<file path="src/design/gapi_pkg.sv">
// ----------------------------------------------------------------------------
// gapi_pkg
// types, codes and constants of the video gate array palette/irq block
// ----------------------------------------------------------------------------
package gapi_pkg;

  localparam int PEN_W        = 5;
  localparam int COLOUR_W     = 5;
  localparam int PALETTE_SIZE = 17;
  localparam int LINE_CNT_W   = 6;
  localparam int PIX_IDX_W    = 3;
  localparam int QUEUE_DEPTH  = 2;

  localparam logic [PEN_W-1:0]      BORDER_PEN    = 5'd16;
  localparam logic [LINE_CNT_W-1:0] LINES_PER_IRQ = 6'd52;

  // command codes
  localparam logic [1:0] CMD_REG_WRITE  = 2'd0;
  localparam logic [1:0] CMD_LINE_END   = 2'd1;
  localparam logic [1:0] CMD_IRQ_ACK    = 2'd2;
  localparam logic [1:0] CMD_VIDEO_BYTE = 2'd3;

  // register write functions, data bits 7..6
  localparam logic [1:0] FN_PEN_SELECT = 2'd0;
  localparam logic [1:0] FN_COLOUR     = 2'd1;
  localparam logic [1:0] FN_MODE_ROM   = 2'd2;

  // video modes
  localparam logic [1:0] MODE_0 = 2'd0;
  localparam logic [1:0] MODE_1 = 2'd1;
  localparam logic [1:0] MODE_2 = 2'd2;
  localparam logic [1:0] MODE_3 = 2'd3;

  typedef struct packed {
    logic [1:0] command;
    logic [7:0] data;
    logic       vsync_line;
  } cmd_item_t;

  typedef struct packed {
    logic [PEN_W-1:0]    pen_index;
    logic [COLOUR_W-1:0] colour;
    logic                pixel_valid;
    logic                irq_pending;
    logic                rom_low_on;
    logic                rom_high_on;
    logic                rom_changed;
    logic [1:0]          active_mode;
    logic                last;
  } res_item_t;

  // classified work handed from front to back
  typedef struct packed {
    logic       is_pixel;
    logic [7:0] data;
    logic [1:0] mode;
    logic       irq;
    logic       rom_lo;
    logic       rom_hi;
    logic       rom_changed;
  } job_t;

  typedef logic [PALETTE_SIZE-1:0][COLOUR_W-1:0] palette_t;

endpackage

</file>
<file path="src/design/video_gate_array_palette_irq_core.sv">
// ----------------------------------------------------------------------------
// video_gate_array_palette_irq_core
// palette, video mode, rom enables and 52-line raster interrupt of a video
// gate array, with video bytes unpacked into pixels
// ----------------------------------------------------------------------------
// an accepted transaction enters the job queue, then the back end's output register
// throughput: one result per cycle from the back end's pixel counter unless stalled;
// a status command gives 1 result, a video byte 2, 4 or 8 (modes 0/3, 1, 2)
// a colour write is held off until the job queue has drained
// reset: synchronous, sets all control state (lower rom on, upper rom off, palette 0)
module video_gate_array_palette_irq_core
  import gapi_pkg::*;
#(
  parameter int QueueDepth = QUEUE_DEPTH
) (
  input  logic      clk,
  input  logic      rst,
  input  logic      cmd_valid,
  output logic      cmd_ready,
  input  cmd_item_t cmd,
  output logic      res_valid,
  input  logic      res_ready,
  output res_item_t res
);

  // front to queue
  logic     push;
  job_t     push_job;
  logic     q_full;
  logic     q_busy;
  // queue to back
  job_t     head;
  logic     pop;
  // live palette, read by the back end at pixel emission
  palette_t palette;

  // front end: takes each transaction and applies its register effects at once
  gapi_front u_front (
    .clk       (clk),
    .rst       (rst),
    .cmd_valid (cmd_valid),
    .cmd_ready (cmd_ready),
    .cmd       (cmd),
    .q_full    (q_full),
    .q_busy    (q_busy),
    .push      (push),
    .job       (push_job),
    .palette   (palette)
  );

  // job queue decouples command intake from pixel expansion
  gapi_queue #(
    .Depth (QueueDepth)
  ) u_queue (
    .clk      (clk),
    .rst      (rst),
    .push     (push),
    .push_job (push_job),
    .pop      (pop),
    .full     (q_full),
    .busy     (q_busy),
    .head     (head)
  );

  // back end: one result per cycle into the output register unless it is stalled
  gapi_back u_back (
    .clk       (clk),
    .rst       (rst),
    .q_valid   (q_busy),
    .head      (head),
    .palette   (palette),
    .pop       (pop),
    .res_valid (res_valid),
    .res_ready (res_ready),
    .res       (res)
  );

endmodule

</file>
<file path="src/design/gapi_front.sv">
// ----------------------------------------------------------------------------
// gapi_front
// accepts commands, updates pen select, mode, rom, palette, line counter and irq state
// ----------------------------------------------------------------------------
module gapi_front
  import gapi_pkg::*;
(
  input  logic      clk,
  input  logic      rst,
  input  logic      cmd_valid,
  output logic      cmd_ready,
  input  cmd_item_t cmd,
  input  logic      q_full,
  input  logic      q_busy,
  output logic      push,
  output job_t      job,
  output palette_t  palette
);

  logic [PEN_W-1:0]      selected_pen, selected_pen_next;
  logic [1:0]            pending_mode, pending_mode_next;
  logic [1:0]            current_mode, current_mode_next;
  logic [LINE_CNT_W-1:0] line_counter, line_counter_next;
  logic [LINE_CNT_W-1:0] line_inc;
  logic                  irq_flag, irq_flag_next;
  logic                  low_rom, low_rom_next;
  logic                  high_rom, high_rom_next;
  logic                  changed;
  logic                  palette_we;
  logic                  is_colour_write;

  // colour writes wait until queued pixels have taken their colours
  assign is_colour_write = (cmd.command == CMD_REG_WRITE) && (cmd.data[7:6] == FN_COLOUR);
  assign cmd_ready = !q_full && !(is_colour_write && q_busy);
  assign push      = cmd_valid && cmd_ready;
  assign line_inc  = line_counter + 6'd1;

  always_comb begin
    selected_pen_next = selected_pen;
    pending_mode_next = pending_mode;
    current_mode_next = current_mode;
    line_counter_next = line_counter;
    irq_flag_next     = irq_flag;
    low_rom_next      = low_rom;
    high_rom_next     = high_rom;
    changed           = 1'b0;
    palette_we        = 1'b0;
    case (cmd.command)
      CMD_REG_WRITE: begin
        case (cmd.data[7:6])
          FN_PEN_SELECT: begin
            selected_pen_next = cmd.data[4] ? BORDER_PEN : {1'b0, cmd.data[3:0]};
          end
          FN_COLOUR: begin
            palette_we = (selected_pen <= BORDER_PEN);
          end
          FN_MODE_ROM: begin
            pending_mode_next = cmd.data[1:0];
            low_rom_next      = ~cmd.data[2];
            high_rom_next     = ~cmd.data[3];
            if (cmd.data[4]) begin
              line_counter_next = '0;
              irq_flag_next     = 1'b0;
            end
            changed = (low_rom_next != low_rom) || (high_rom_next != high_rom);
          end
          default: ;
        endcase
      end
      CMD_LINE_END: begin
        current_mode_next = pending_mode;
        if (cmd.vsync_line) begin
          if (!line_counter[5]) irq_flag_next = 1'b1;
          line_counter_next = '0;
        end else if (line_inc == LINES_PER_IRQ) begin
          line_counter_next = '0;
          irq_flag_next     = 1'b1;
        end else begin
          line_counter_next = line_inc;
        end
      end
      CMD_IRQ_ACK: begin
        irq_flag_next     = 1'b0;
        line_counter_next = {1'b0, line_counter[4:0]};
      end
      default: ;
    endcase
  end

  always_comb begin
    job.is_pixel    = (cmd.command == CMD_VIDEO_BYTE);
    job.data        = cmd.data;
    job.mode        = current_mode_next;
    job.irq         = irq_flag_next;
    job.rom_lo      = low_rom_next;
    job.rom_hi      = high_rom_next;
    job.rom_changed = changed;
  end

  always_ff @(posedge clk) begin
    if (rst) begin
      selected_pen <= '0;
      pending_mode <= '0;
      current_mode <= '0;
      line_counter <= '0;
      irq_flag     <= 1'b0;
      low_rom      <= 1'b1;
      high_rom     <= 1'b0;
      palette      <= '0;
    end else if (push) begin
      selected_pen <= selected_pen_next;
      pending_mode <= pending_mode_next;
      current_mode <= current_mode_next;
      line_counter <= line_counter_next;
      irq_flag     <= irq_flag_next;
      low_rom      <= low_rom_next;
      high_rom     <= high_rom_next;
      if (palette_we) palette[selected_pen] <= cmd.data[COLOUR_W-1:0];
    end
  end

endmodule

</file>
<file path="src/design/gapi_queue.sv">
// ----------------------------------------------------------------------------
// gapi_queue
// short job queue between front and back
// ----------------------------------------------------------------------------
module gapi_queue
  import gapi_pkg::*;
#(
  parameter int Depth = QUEUE_DEPTH
) (
  input  logic clk,
  input  logic rst,
  input  logic push,
  input  job_t push_job,
  input  logic pop,
  output logic full,
  output logic busy,
  output job_t head
);

  localparam int PtrW = (Depth > 1) ? $clog2(Depth) : 1;
  localparam int CntW = $clog2(Depth + 1);
  localparam logic [PtrW-1:0] LastPtr = PtrW'(Depth - 1);
  localparam logic [CntW-1:0] Full    = CntW'(Depth);

  job_t            entries [Depth];
  logic [PtrW-1:0] wr_ptr, rd_ptr;
  logic [CntW-1:0] count;

  assign full = (count == Full);
  assign busy = (count != '0);
  assign head = entries[rd_ptr];

  always_ff @(posedge clk) begin
    if (push) entries[wr_ptr] <= push_job;
  end

  always_ff @(posedge clk) begin
    if (rst) begin
      wr_ptr <= '0;
      rd_ptr <= '0;
      count  <= '0;
    end else begin
      if (push) wr_ptr <= (wr_ptr == LastPtr) ? '0 : wr_ptr + 1'b1;
      if (pop)  rd_ptr <= (rd_ptr == LastPtr) ? '0 : rd_ptr + 1'b1;
      if (push && !pop)      count <= count + 1'b1;
      else if (pop && !push) count <= count - 1'b1;
    end
  end

endmodule

</file>
<file path="src/design/gapi_back.sv">
// ----------------------------------------------------------------------------
// gapi_back
// expands jobs into pixel or status results through an output register
// ----------------------------------------------------------------------------
module gapi_back
  import gapi_pkg::*;
(
  input  logic      clk,
  input  logic      rst,
  input  logic      q_valid,
  input  job_t      head,
  input  palette_t  palette,
  output logic      pop,
  output logic      res_valid,
  input  logic      res_ready,
  output res_item_t res
);

  logic [PIX_IDX_W-1:0] idx;
  logic [PIX_IDX_W-1:0] last_idx;
  logic [7:0]           shifted;
  logic [PEN_W-1:0]     pen;
  logic                 advance;
  logic                 is_last;
  res_item_t            res_next;

  always_comb begin
    case (head.mode)
      MODE_1:  last_idx = 3'd3;
      MODE_2:  last_idx = 3'd7;
      default: last_idx = 3'd1;
    endcase
  end

  assign shifted = head.data << idx;

  always_comb begin
    case (head.mode)
      MODE_0:  pen = {1'b0, shifted[1], shifted[5], shifted[3], shifted[7]};
      MODE_2:  pen = {4'b0, shifted[7]};
      default: pen = {3'b0, shifted[3], shifted[7]};
    endcase
  end

  assign is_last = !head.is_pixel || (idx == last_idx);
  assign advance = q_valid && (!res_valid || res_ready);
  assign pop     = advance && is_last;

  always_comb begin
    res_next.pen_index   = head.is_pixel ? pen : '0;
    res_next.colour      = head.is_pixel ? palette[pen] : '0;
    res_next.pixel_valid = head.is_pixel;
    res_next.irq_pending = head.irq;
    res_next.rom_low_on  = head.rom_lo;
    res_next.rom_high_on = head.rom_hi;
    res_next.rom_changed = head.is_pixel ? 1'b0 : head.rom_changed;
    res_next.active_mode = head.mode;
    res_next.last        = is_last;
  end

  always_ff @(posedge clk) begin
    if (advance) res <= res_next;
  end

  always_ff @(posedge clk) begin
    if (rst) begin
      res_valid <= 1'b0;
      idx       <= '0;
    end else begin
      if (advance) begin
        res_valid <= 1'b1;
        idx       <= is_last ? '0 : idx + 1'b1;
      end else if (res_ready) begin
        res_valid <= 1'b0;
      end
    end
  end

endmodule

</file>
<file path="config.mk">
export PLATFORM = sky130hd
export DESIGN_NAME = video_gate_array_palette_irq_core
export DESIGN_NICKNAME = d
export VERILOG_FILES = /design/src/design/gapi_pkg.sv /design/src/design/video_gate_array_palette_irq_core.sv /design/src/design/gapi_front.sv /design/src/design/gapi_queue.sv /design/src/design/gapi_back.sv
export SDC_FILE = /design/constraint.sdc
export NUM_CORES = 1
export LEC_CHECK = 0
export BUFFER_PORTS_ARGS = -buffer_cell sky130_fd_sc_hd__buf_2
export CORE_MARGIN = 2
export CORE_UTILIZATION = 40
export CTS_CLUSTER_SIZE = 12
export DETAILED_ROUTE_END_ITERATION = 7
export SYNTH_ARGS = -nofsm -noshare
export SYNTH_HDL_FRONTEND = slang
export SYNTH_SLANG_ARGS = --single-unit
export TNS_END_PERCENT = 30
</file>
<file path="constraint.sdc">
create_clock -name clk -period 2.8 [get_ports clk]
set_clock_uncertainty 0.05 [all_clocks]
set_input_delay 0.28 -clock clk [delete_from_list [all_inputs] [get_ports clk]]
set_output_delay 0.28 -clock clk [all_outputs]
set_load 0.01 [all_outputs]
</file>
# Word-level counts from Yosys, hierarchy flattened
# Memories as Yosys holds them, arrays and structs flattened. A register that Yosys moved wholly into a read port is not among the register bits.
# Cells that the tools add are included.
# totals
inputBits	15
mem_bits_rw	30
register_bits	129
output_inout_bits	20
mem_count	1
# op_classes
n_eq_ne	14
n_shift	1
n_reduce_logical	31
n_bitwise	3
n_lt_le_gt_ge	4
addsub	6
muxes	39
# memory_table
name	depth	word_bits	read_ports	rd_clocked_by_memory_dff	wr	line	rtl
u_queue.entries	2	15	1	1	1	gapi_queue.sv:25	job_t entries [Depth];
# ops
operator	n
$bwmux W85	1
$bmux W5 S5	1
$demux W5 S5	1
$mux W6	4
$mux W1	21
$pmux W6 S3	1
$mux W5	3
$eq A2 B2 Y1 const B	5
$logic_and A1 B1 Y1	9
$pmux W4 S2	1
$reduce_bool A2 Y1	4
$shl A8 B3 Y8	1
$add A6 B1 Y6 const B	1
$eq A2 B1 Y1 const B	3
$eq A6 B6 Y1 const B	1
$logic_not A1 Y1	6
$logic_not A2 Y1	3
$lt A4 B6 Y1 const B	1
$lt A5 B6 Y1 const B	1
$mux W2	3
$pmux W3 S2	1
$reduce_and A3 Y1	2
$ge A5 B1 Y1 const B	1
$le A5 B5 Y1 const B	1
other kinds (15)	22

# Longest topological paths before layout
# Gate-level depths: netlist of the first run.
# logic_depth
ltp_word	10
depth_mapped	13

# Modules after synthesis
# From an unflattened synthesis of the first run, not the netlist that was laid out.
# unflattened
hier_cells	721
area_unflattened_um2	7825.0
# modules_own_cells
module	cells_per_inst	area_per_inst_um2	instances
gapi_front	449	4444.3	1
gapi_back	203	2088.3	1
gapi_queue	69	1292.5	1

# Least setup slack after synthesis of the first run
# No wires, ideal clock.
# synth_timing
path_kind	register to register
startpoint	register (tool-made name)
endpoint	register, netlist name u_back.res[9]
n_path_buf	3
stages_incl_launch_ff	11
arrival_ns	2.498
path_slack_ns	-0.025
cell_sequence	dfxtp_1 -> buf_6 -> buf_12 -> mux2i_1 -> ha_1 -> nor2_1 -> nor3_1 -> buf_4 -> mux4_2 -> a22oi_1 -> o21ai_0

==> impl.org, run 1 <==
** Outcome
- Status :: complete, no violations

** Synthesis
- Cell type with the largest total area after synthesis :: sky130_fd_sc_hd__dfxtp_1
- Main synth FF type :: sky130_fd_sc_hd__dfxtp_1
- Synthesized-area fraction occupied by adder cells :: 0.0164
- During synthesis, Yosys emitted a total of 0 warnings.
- Synth Register Bits :: 154
- Combinational family with the most area after synthesis :: multiplexers
- Cell with the most instances after synthesis :: sky130_fd_sc_hd__dfxtp_1
- Counting every net in the synthesized netlist gives 694.
- Of the post-synthesis cell area, the part taken by muxes is 0.168.
- Syn avg cell area :: 10.2 sq um
- Commonest cells in the netlist :: sky130_fd_sc_hd__dfxtp_1, sky130_fd_sc_hd__nand2_1, sky130_fd_sc_hd__nor2_1, sky130_fd_sc_hd__a21oi_1, sky130_fd_sc_hd__mux2i_1
- In the synthesized netlist, the number of instances is 670.
- In the synthesized netlist the async set-or-reset flop fraction comes to 0.
- Portion of synthesized cell area occupied by the leading cell type :: 0.312
- Yosys mapped a number of flops with a built-in enable equal to 47.
- The compound-cell area share of the yosys netlist is 0.110.
- Number of different library cells in the post-synthesis netlist :: 45
- For this run, the register share of the synthesized area comes to 0.518.
- Area share of and/or/nand/nor cells after synthesis :: 0.134
- By area the synthesized netlist is led by sky130_fd_sc_hd__dfxtp_1, sky130_fd_sc_hd__edfxtp_1, sky130_fd_sc_hd__mux2i_1.
- Of the total synthesized cell area, the portion taken by XOR and XNOR cells is 0.0128.
- The cell area that synthesis handed to floorplanning was 6870 sq um.

** Clock tree
- Number of sinks on the clock net :: 154
- Level count of the clock H-tree :: 4
- Clock transition at path regs :: 0.06 ns
- Clk_lat worst skew :: 0.42 ns
- The number of clock buffers added by TritonCTS is 17.
- Clock root buffer master :: sky130_fd_sc_hd__clkbuf_16
- For this design, the CTS-stage hold fixing added 0 buffers.
- TritonCTS built the clock tree.
- Counting along the longest clock path gives a buffer depth of 2.

** Placed design
- Gpl congestion :: 0.862
- Detailed placement ended at an HPWL of 11000 um.
- Port buffering added 33 buffers.
- Timing analysis after detailed placement gives a worst setup slack of -0.215 ns.

** Pwr
- Across the VDD grid, the largest voltage drop is 0.000405 V.
- Clock power share :: 0.324
- The completed layout was analyzed and its total power is 7.43 mW.
- Standby leakage power :: 3.06 nW
- Of the total power, the share spent switching nets is 0.285.
- The internal portion of the total power is 5.31 mW.
- Relative contribution of combinational cells to total power :: 0.304
- Sw power :: 2.12 mW
- The share of total power dissipated in sequential elements is 0.372.
- For this design the ratio of total power to cell area is 893 nW/um^2.

** GRT
- Total congestion overflow :: 0
- Number of antenna violations at the first check in global routing :: 0
- GRT Util Overall :: 0.186
- The number of global-route vias before repair was 4857.
- The first global-routing pass estimated 25900 um of wire.
- Maximum number of pins on one net before global-route repair :: 46

** Worst hold path
- Worst Hold Depth :: 1
- The tightest min-delay check is of the in2reg type.

** Die
- The die covers 18200 sq um.
- Row count :: 47
- The initial utilization of the core area, before any placement, comes to 0.411.
- Chip width :: 135 um
- CORE AREA :: 16700 sq um
- Top Ports :: 35
- From bottom edge to top edge, the die measures 135 um.

** Setup path
- The worst setup path is of the reg2reg kind.
- Data arrival time of the critical path :: 2.85 ns
- R2r worst-path depth :: 13
- Required time at the worst-slack endpoint :: 2.92 ns
- Type of element launching the critical path :: flop
- STA classifies the critical path endpoint as a flop.
- Of all nets on the critical path, the largest fanout is 7.

** Detailed routing
- The pre-antenna-repair detailed-routing pass consisted of 5 iterations.
- Post-detailed-route wirelength per cell :: 18.0 um
- DRC violation total after the first TritonRoute iteration :: 384
- Final antenna-violating net count :: 0
- Dividing the detail-routed via count by the number of cells gives 5.49.
- Wires add up to 17200 um.
- Total DRC errors in the routed layout :: 0
- Total via count in the routed design :: 5242

** Job
- Max-Cap Viols :: 0

** Timing
- After routing, the total negative slack on setup checks comes to 0 ns.
- Endpoints failing setup :: 0
- Slew Viols, Final :: 0
- Of the available clock period, the critical path in the final layout requires 0.974.
- Derived from the worst setup path, the maximum achievable clock frequency is 0.367 GHz.
- The worst path meets setup with 0.0738 ns of slack.
- Max_slew headroom :: 0.495
- Unrepaired setup endpoints after global routing :: yes
- Number of hold violations in the final report :: 0
- Final critical delay including setup and external delays :: 2.73 ns
- For the pin with the worst max-slew slack, the measured transition is 0.758 ns.

** Final layout
- Synth-to-layout area growth :: 21.2%
- The layout has 1494 filler cells.
- The number of antenna diodes in the final layout is 0.
- Of the cells placed in the final design, the portion with a size suffix greater than 1 is 0.208.
- Number of nets at the end of the flow :: 745
-- through the flow --
stage / hold slack (ns) / utilization / instances / cell area, sq um
finish: 0.0281 / 0.498 / 954 / 8320
global route: 0.00350 / 0.498 / 954 / 8320
CTS: 0.00587 / 0.482 / 940 / 8050
detailed placement: 0.406 / 0.441 / 908 / 7370
global placement: 0.390 / 0.441 / 908 / 7370
floorplan: 0.329 / - / 670 / 6870
-- area by class of cell --
| cell class | instances | area, sq um | area share |
|---|---|---|---|
| Clock buffer | 25 | 518 | 0.0623 |
| Clock inverter | 7 | 110 | 0.0132 |
| Inverter | 12 | 45.0 | 0.00541 |
| Multi-Input combinational cell | 457 | 3210 | 0.385 |
| Sequential cell | 154 | 3560 | 0.428 |
| Tap cell | 220 | 275 | 0.0331 |
| Timing Repair Buffer | 79 | 609 | 0.0732 |
-- what timing repair did --
action,CTS,global route
gates resized for setup,12,35
endpoints found under the setup margin,6,7
cloned,0,4
setup buffers,0,10
endpoints found under the hold margin,0,0
pin swaps,0,8
-- metal layers --
metal	vias to the layer above	track usage	routed length [um]
met5	-	0	0
met4	0	0.0694	368
met3	25	0.0417	968
met2	151	0.303	8250
met1	2584	0.244	7590
li1	2482	-	-
-- final timing paths --
| kind | start | end | slack, ns |
|---|---|---|---|
| max | flop | u_back.res[9] | 0.07 |
| min | cmd[6] | u_queue.entries[0][11] | 0.03 |
| max reg2reg | flop | u_back.res[9] | 0.07 |
| min reg2reg | u_front.palette[60] | u_front.palette[60] | 0.41 |
-- placed cells by master, fill, tap and decap left out, types with 8 or more instances in the layout --
master / n
sky130_fd_sc_hd__nand3_1: 8
sky130_fd_sc_hd__dfxtp_1: 106
sky130_fd_sc_hd__mux2i_1: 60
sky130_fd_sc_hd__mux4_2: 12
sky130_fd_sc_hd__inv_1: 11
sky130_fd_sc_hd__o21ai_0: 54
sky130_fd_sc_hd__a21oi_1: 70
sky130_fd_sc_hd__buf_4: 35
sky130_fd_sc_hd__ha_1: 8
sky130_fd_sc_hd__buf_2: 33
sky130_fd_sc_hd__edfxtp_1: 47
sky130_fd_sc_hd__nand2_1: 73
sky130_fd_sc_hd__clkbuf_16: 21
sky130_fd_sc_hd__nor2_1: 69
sky130_fd_sc_hd__nand2b_1: 8
-- state kept, by name, summed over array words and instances, names as in the netlist, 3 cells and up, named ones only --
register,count
u_front.palette,80
u_back.idx,3
u_queue.entries,30
u_front.selected_pen,5
u_back.res,17
u_front.line_counter,6
-- kinds of logic (layout without fill, tap and decap cells) --
family,Yosys count,count (layout)
adders and majority gates,9,9
muxes,91,92
other,1,1
xor gates and xnor gates,10,10
DFF,154,154
AOI/OAI and AO/OA,142,142
and+or+nand+nor,203,203
buffers and inverters,60,123
-- worst max-delay path, cell delays in order (launching register included) --
cell and delay (ns):
sky130_fd_sc_hd__dfxtp_4 0.42, sky130_fd_sc_hd__buf_8 0.14, sky130_fd_sc_hd__mux2i_4 0.23, sky130_fd_sc_hd__ha_2 0.21, sky130_fd_sc_hd__buf_4 0.11, sky130_fd_sc_hd__nor2_2 0.05, sky130_fd_sc_hd__nor3_4 0.19, sky130_fd_sc_hd__buf_6 0.16
sky130_fd_sc_hd__buf_6 0.12, sky130_fd_sc_hd__clkbuf_16 0.15, sky130_fd_sc_hd__mux2i_1 0.26, sky130_fd_sc_hd__mux2i_1 0.14, sky130_fd_sc_hd__a21oi_1 0.17, sky130_fd_sc_hd__o21ai_0 0.09
-- power groups by stage --
stage          clock (mW)  sequential, mW  combinational, mW
3_5_place_dp            0            2.78               1.69
6_report             2.41            2.76               2.26
3_3_place_gp            0            2.77               1.65
5_1_grt              2.54            2.79               2.39
4_1_cts              2.44            2.74               1.76
2_1_floorplan           0            2.80               1.14
No activity file was read; power rests on OpenSTA's default activity.
==> inputs of run 2 (changes only) <==
--- a/config.mk
+++ b/config.mk
@@ -10,6 +10,7 @@
 export CORE_UTILIZATION = 40
 export CTS_CLUSTER_SIZE = 12
 export DETAILED_ROUTE_END_ITERATION = 7
+export PLACE_DENSITY = 0.57
 export SYNTH_ARGS = -nofsm -noshare
 export SYNTH_HDL_FRONTEND = slang
 export SYNTH_SLANG_ARGS = --single-unit
==> impl.org, run 2 (same netlist as run 1, synthesis figures left out) <==
** Pwr
- Clock power share :: 0.348 (was 0.324)
- The proportion of power drawn by combinational gates is 0.267 (was 0.304).
- The leakage power figure came to 2.98 nW (was 3.06 nW).
- The worst-case vdd ir drop is 0.000643 V (was 0.000405 V).
- Part of the power in registers :: 0.385 (was 0.372)
- The total power divided by cell area was 874 nW/um^2 (was 893 nW/um^2).
- Pwr Total :: 7.10 mW (was 7.43 mW)
- Switching portion of total power :: 0.284 (was 0.285)
- The cell internal power dissipation was 5.09 mW (was 5.31 mW).
- The power spent charging and discharging nets was 2.02 mW (was 2.12 mW).

** GRT
- Maximum number of pins on one net before global-route repair :: 61 (was 46)
- Number of antenna violations at the first check in global routing :: 0 (unchanged)
- GRT Util Overall :: 0.188 (was 0.186)
- The global-route wire length before repair came to 26200 um (was 25900 um).
- Via count of the first global-routing pass :: 4929 (was 4857)
- The remaining global-route overflow was 0 (unchanged).

** Detailed routing
- WL final :: 16600 um (was 17200 um)
- The detail-routed net length per standard cell came to 17.6 um (was 18.0 um).
- Final antenna-violating net count :: 0 (unchanged)
- Pre-antenna DRT Iters :: 5 (unchanged)
- Number of vias per cell after detailed routing :: 5.36 (was 5.49)
- The DRC violations left is 0 (unchanged).
- The number of vias in the routed layout was 5051 (was 5242).
- The initial detailed-routing violation count came to 384 (unchanged).

** Final layout
- Commonest non-fill, non-tap cell in the layout :: sky130_fd_sc_hd__dfxtp_1 (unchanged)
- Filler cell count :: 1504 (was 1494)
- Fraction of layout instances using a drive strength above 1 :: 0.188 (was 0.208)
- Number of nets at the end of the flow :: 734 (was 745)
- The area of the multi-input gates came to 3160 sq um (was 3210 sq um).
- The register cell area after layout was 3550 sq um (was 3560 sq um).
- Synth-to-layout area growth :: 18.4% (was 21.2%)
- The number of non-filler instances in the completed layout is 943 (was 954).
- Number of antenna repair diodes :: 0 (unchanged)
- Max reg flops :: 80 (unchanged)
- Registers with the most flip-flops: u_front.palette x80, u_queue.entries x30, u_back.res x17 (unchanged).
- Most used cells in the layout excluding fill and tap cells :: sky130_fd_sc_hd__dfxtp_1, sky130_fd_sc_hd__nand2_1, sky130_fd_sc_hd__a21oi_1, sky130_fd_sc_hd__nor2_1, sky130_fd_sc_hd__mux2i_1 (was sky130_fd_sc_hd__dfxtp_1, sky130_fd_sc_hd__nand2_1, sky130_fd_sc_hd__a21oi_1)
- Biggest register :: u_front.palette (unchanged)
- Final core utilization :: 0.487 (was 0.498)

** Placed design
- The weighted congestion reported at the end of routability-driven placement came to 0.791 (was 0.862).
- The half-perimeter wire length after detailed placement is 11100 um (was 11000 um).
- Input/output buffers :: 33 (unchanged)
- Placed Cells incl. Taps :: 910 (was 908)

** Timing
- Final critical delay including setup and external delays :: 2.72 ns (was 2.73 ns)
- The peak clock frequency supported by timing was 0.368 GHz (was 0.367 GHz).
- Total negative slack for setup checks :: 0 ns (unchanged)
- The max-slew violation count is 0 (unchanged).
- The count of final setup violators is 0 (unchanged).
- Max_slew headroom :: 0.579 (was 0.495)
- Unrepaired setup endpoints after global routing: yes (unchanged).
- The portion of the clock cycle consumed by the worst path in the final layout was 0.970 (was 0.974).
- Tightest Pin Transition :: 0.632 ns (was 0.758 ns)
- The final number of hold-violating endpoints came to 0 (unchanged).

** Setup path
- Worst path buffer plus inverter count :: 1 (was 5)
- End point of the critical path :: u_back.res[10] (was u_back.res[9])
- The critical setup path kind was reg2reg (unchanged).
- Cell count along the critical path :: 7 (was 13)
- The startpoint type of the worst setup path is a flop (unchanged).
- R2r worst-path depth :: 7 (was 13)
- Data arrival time of the critical path :: 2.83 ns (was 2.85 ns)
- Stage delay of the slowest cell on the critical path :: 0.49 ns (was 0.42 ns)
- The setup slack on the worst flop-to-flop path is 0.08 ns (was 0.07 ns).
- Critical path's top delay family :: multiplexers (was buffers and inverters)
- Endpoint type of the worst setup path :: flop (unchanged)
- The highest fanout seen on the critical path is 7 (unchanged).
- Dominant cell type by count on the critical path :: sky130_fd_sc_hd__mux2_4
- Cell type of the slowest stage on the worst timing path :: sky130_fd_sc_hd__mux4_2 (was sky130_fd_sc_hd__dfxtp_4)
- The data required time at the worst endpoint came to 2.92 ns (about the same).
- The end of the worst register-to-register path was u_back.res[10] (was u_back.res[9]).
- Cell breakdown of the critical path: buf_12, mux4_2, mux2_4, mux2_4, mux4_1, a22oi_2, o21ai_0 (was buf_8, mux2i_4, ha_2, buf_4, nor2_2, nor3_4, buf_6, buf_6, clkbuf_16, mux2i_1, mux2i_1, a21oi_1, o21ai_0).

** Clock tree
- Worst-case clock buffer depth :: 2 (unchanged)
- The clock-pin slew on the worst setup and hold paths was 0.06 ns (about the same).
- The cell chosen for the clock root was sky130_fd_sc_hd__clkbuf_16 (unchanged).
- The deepest level of the CTS H-tree came to 4 (unchanged).
- The total of hold buffers inserted after clock tree synthesis was 0 (unchanged).
- The TritonCTS clock tree was built (unchanged).
- Clk_lat worst skew :: 0.43 ns (was 0.42 ns)
- Number of buffers created by CTS :: 17 (unchanged)
- Number of sinks on the clock net :: 154 (unchanged)

** Job
- The max-capacitance violation count came to 0 (unchanged).

** Die
- The area of the core came to 16700 sq um (unchanged).
- The horizontal die dimension was 135 um (unchanged).
- The I/O pin count was 35 (unchanged).
- The full die area was 18200 sq um (unchanged).
- The row count is 47 (unchanged).
- The vertical die dimension came to 135 um (unchanged).
- Effective utilization at floorplan :: 0.411 (unchanged)

** Outcome
- Status :: complete, no violations (unchanged)

** Worst hold path
- Worst Hold Class :: in2reg (unchanged)
-- run 2: final cells by class --
type | count | share of cell area
multi-input cells | 457 | 0.389
flip-flops and latches | 154 | 0.437
clock inverters | 12 | 0.0243
inverters | 12 | 0.00554
well taps | 220 | 0.0339
repair buffers | 68 | 0.0566
clock buffers | 20 | 0.0537
-- run 2: worst min path at each step --
| stage | startpoint | endpoint | cells after the start | slack (ns) |
|---|---|---|---|---|
| 2_1_floorplan | cmd[5] | u_queue.entries[0][10] | 0 | 0.33 |
| 3_3_place_gp | u_front.current_mode[0] | u_front.current_mode[0] | 2 | 0.39 |
| 3_5_place_dp | u_front.current_mode[1] | u_front.current_mode[1] | 2 | 0.40 |
| 4_1_cts | cmd[6] | u_queue.entries[1][11] | 1 | 0.01 |
| 5_1_grt | cmd[6] | u_queue.entries[1][11] | 1 | 0.02 |
| 6_report | cmd[6] | u_queue.entries[1][11] | 1 | 0.03 |
-- run 2: per-stage QoR --
stage          hold slack (ns)  area, sq um  worst slack [ns]
4_1_cts                 0.0129         8070            0.0101
3_5_place_dp             0.399         7370            -0.154
5_1_grt                 0.0160         8130           -0.0335
6_report                0.0290         8130            0.0834
3_3_place_gp             0.391         7370           -0.0605
2_1_floorplan            0.329         6870            0.0525
-- run 2: metal layers --
layer / GRT usage / vias to the layer above / routed length, um
met1: 0.252 / 2447 / 7750
met4: 0.0758 / 0 / 330
met5: 0 / - / 0
li1: - / 2459 / -
met3: 0.0379 / 23 / 682
met2: 0.301 / 122 / 7810
-- run 2: timing repair --
| item | in CTS | in global routing |
|---|---|---|
| gates resized for setup | 13 | 18 |
| cloned | 1 | 0 |
| hold endpoints to repair | 0 | 0 |
| pin swaps | 0 | 3 |
| buffers inserted | 0 | 0 |
| endpoints found under the setup margin | 5 | 6 |
-- run 2: power groups by stage --
stage / Combinational [mW] / Clock [mW] / Sequential [mW]
2_1_floorplan: 1.14 / 0 / 2.80
3_5_place_dp: 1.73 / 0 / 2.77
3_3_place_gp: 1.70 / 0 / 2.77
6_report: 1.90 / 2.47 / 2.74
5_1_grt: 2.05 / 2.59 / 2.76
4_1_cts: 1.82 / 2.51 / 2.73
-- run 2: worst register-to-register path: cells and delay by family, from the launching register on --
kind	cells	cell delay, ns
buffers and inverters	1	0.13
muxes	4	1.63
DFF	1	0.35
AOI/OAI and AO/OA	2	0.30
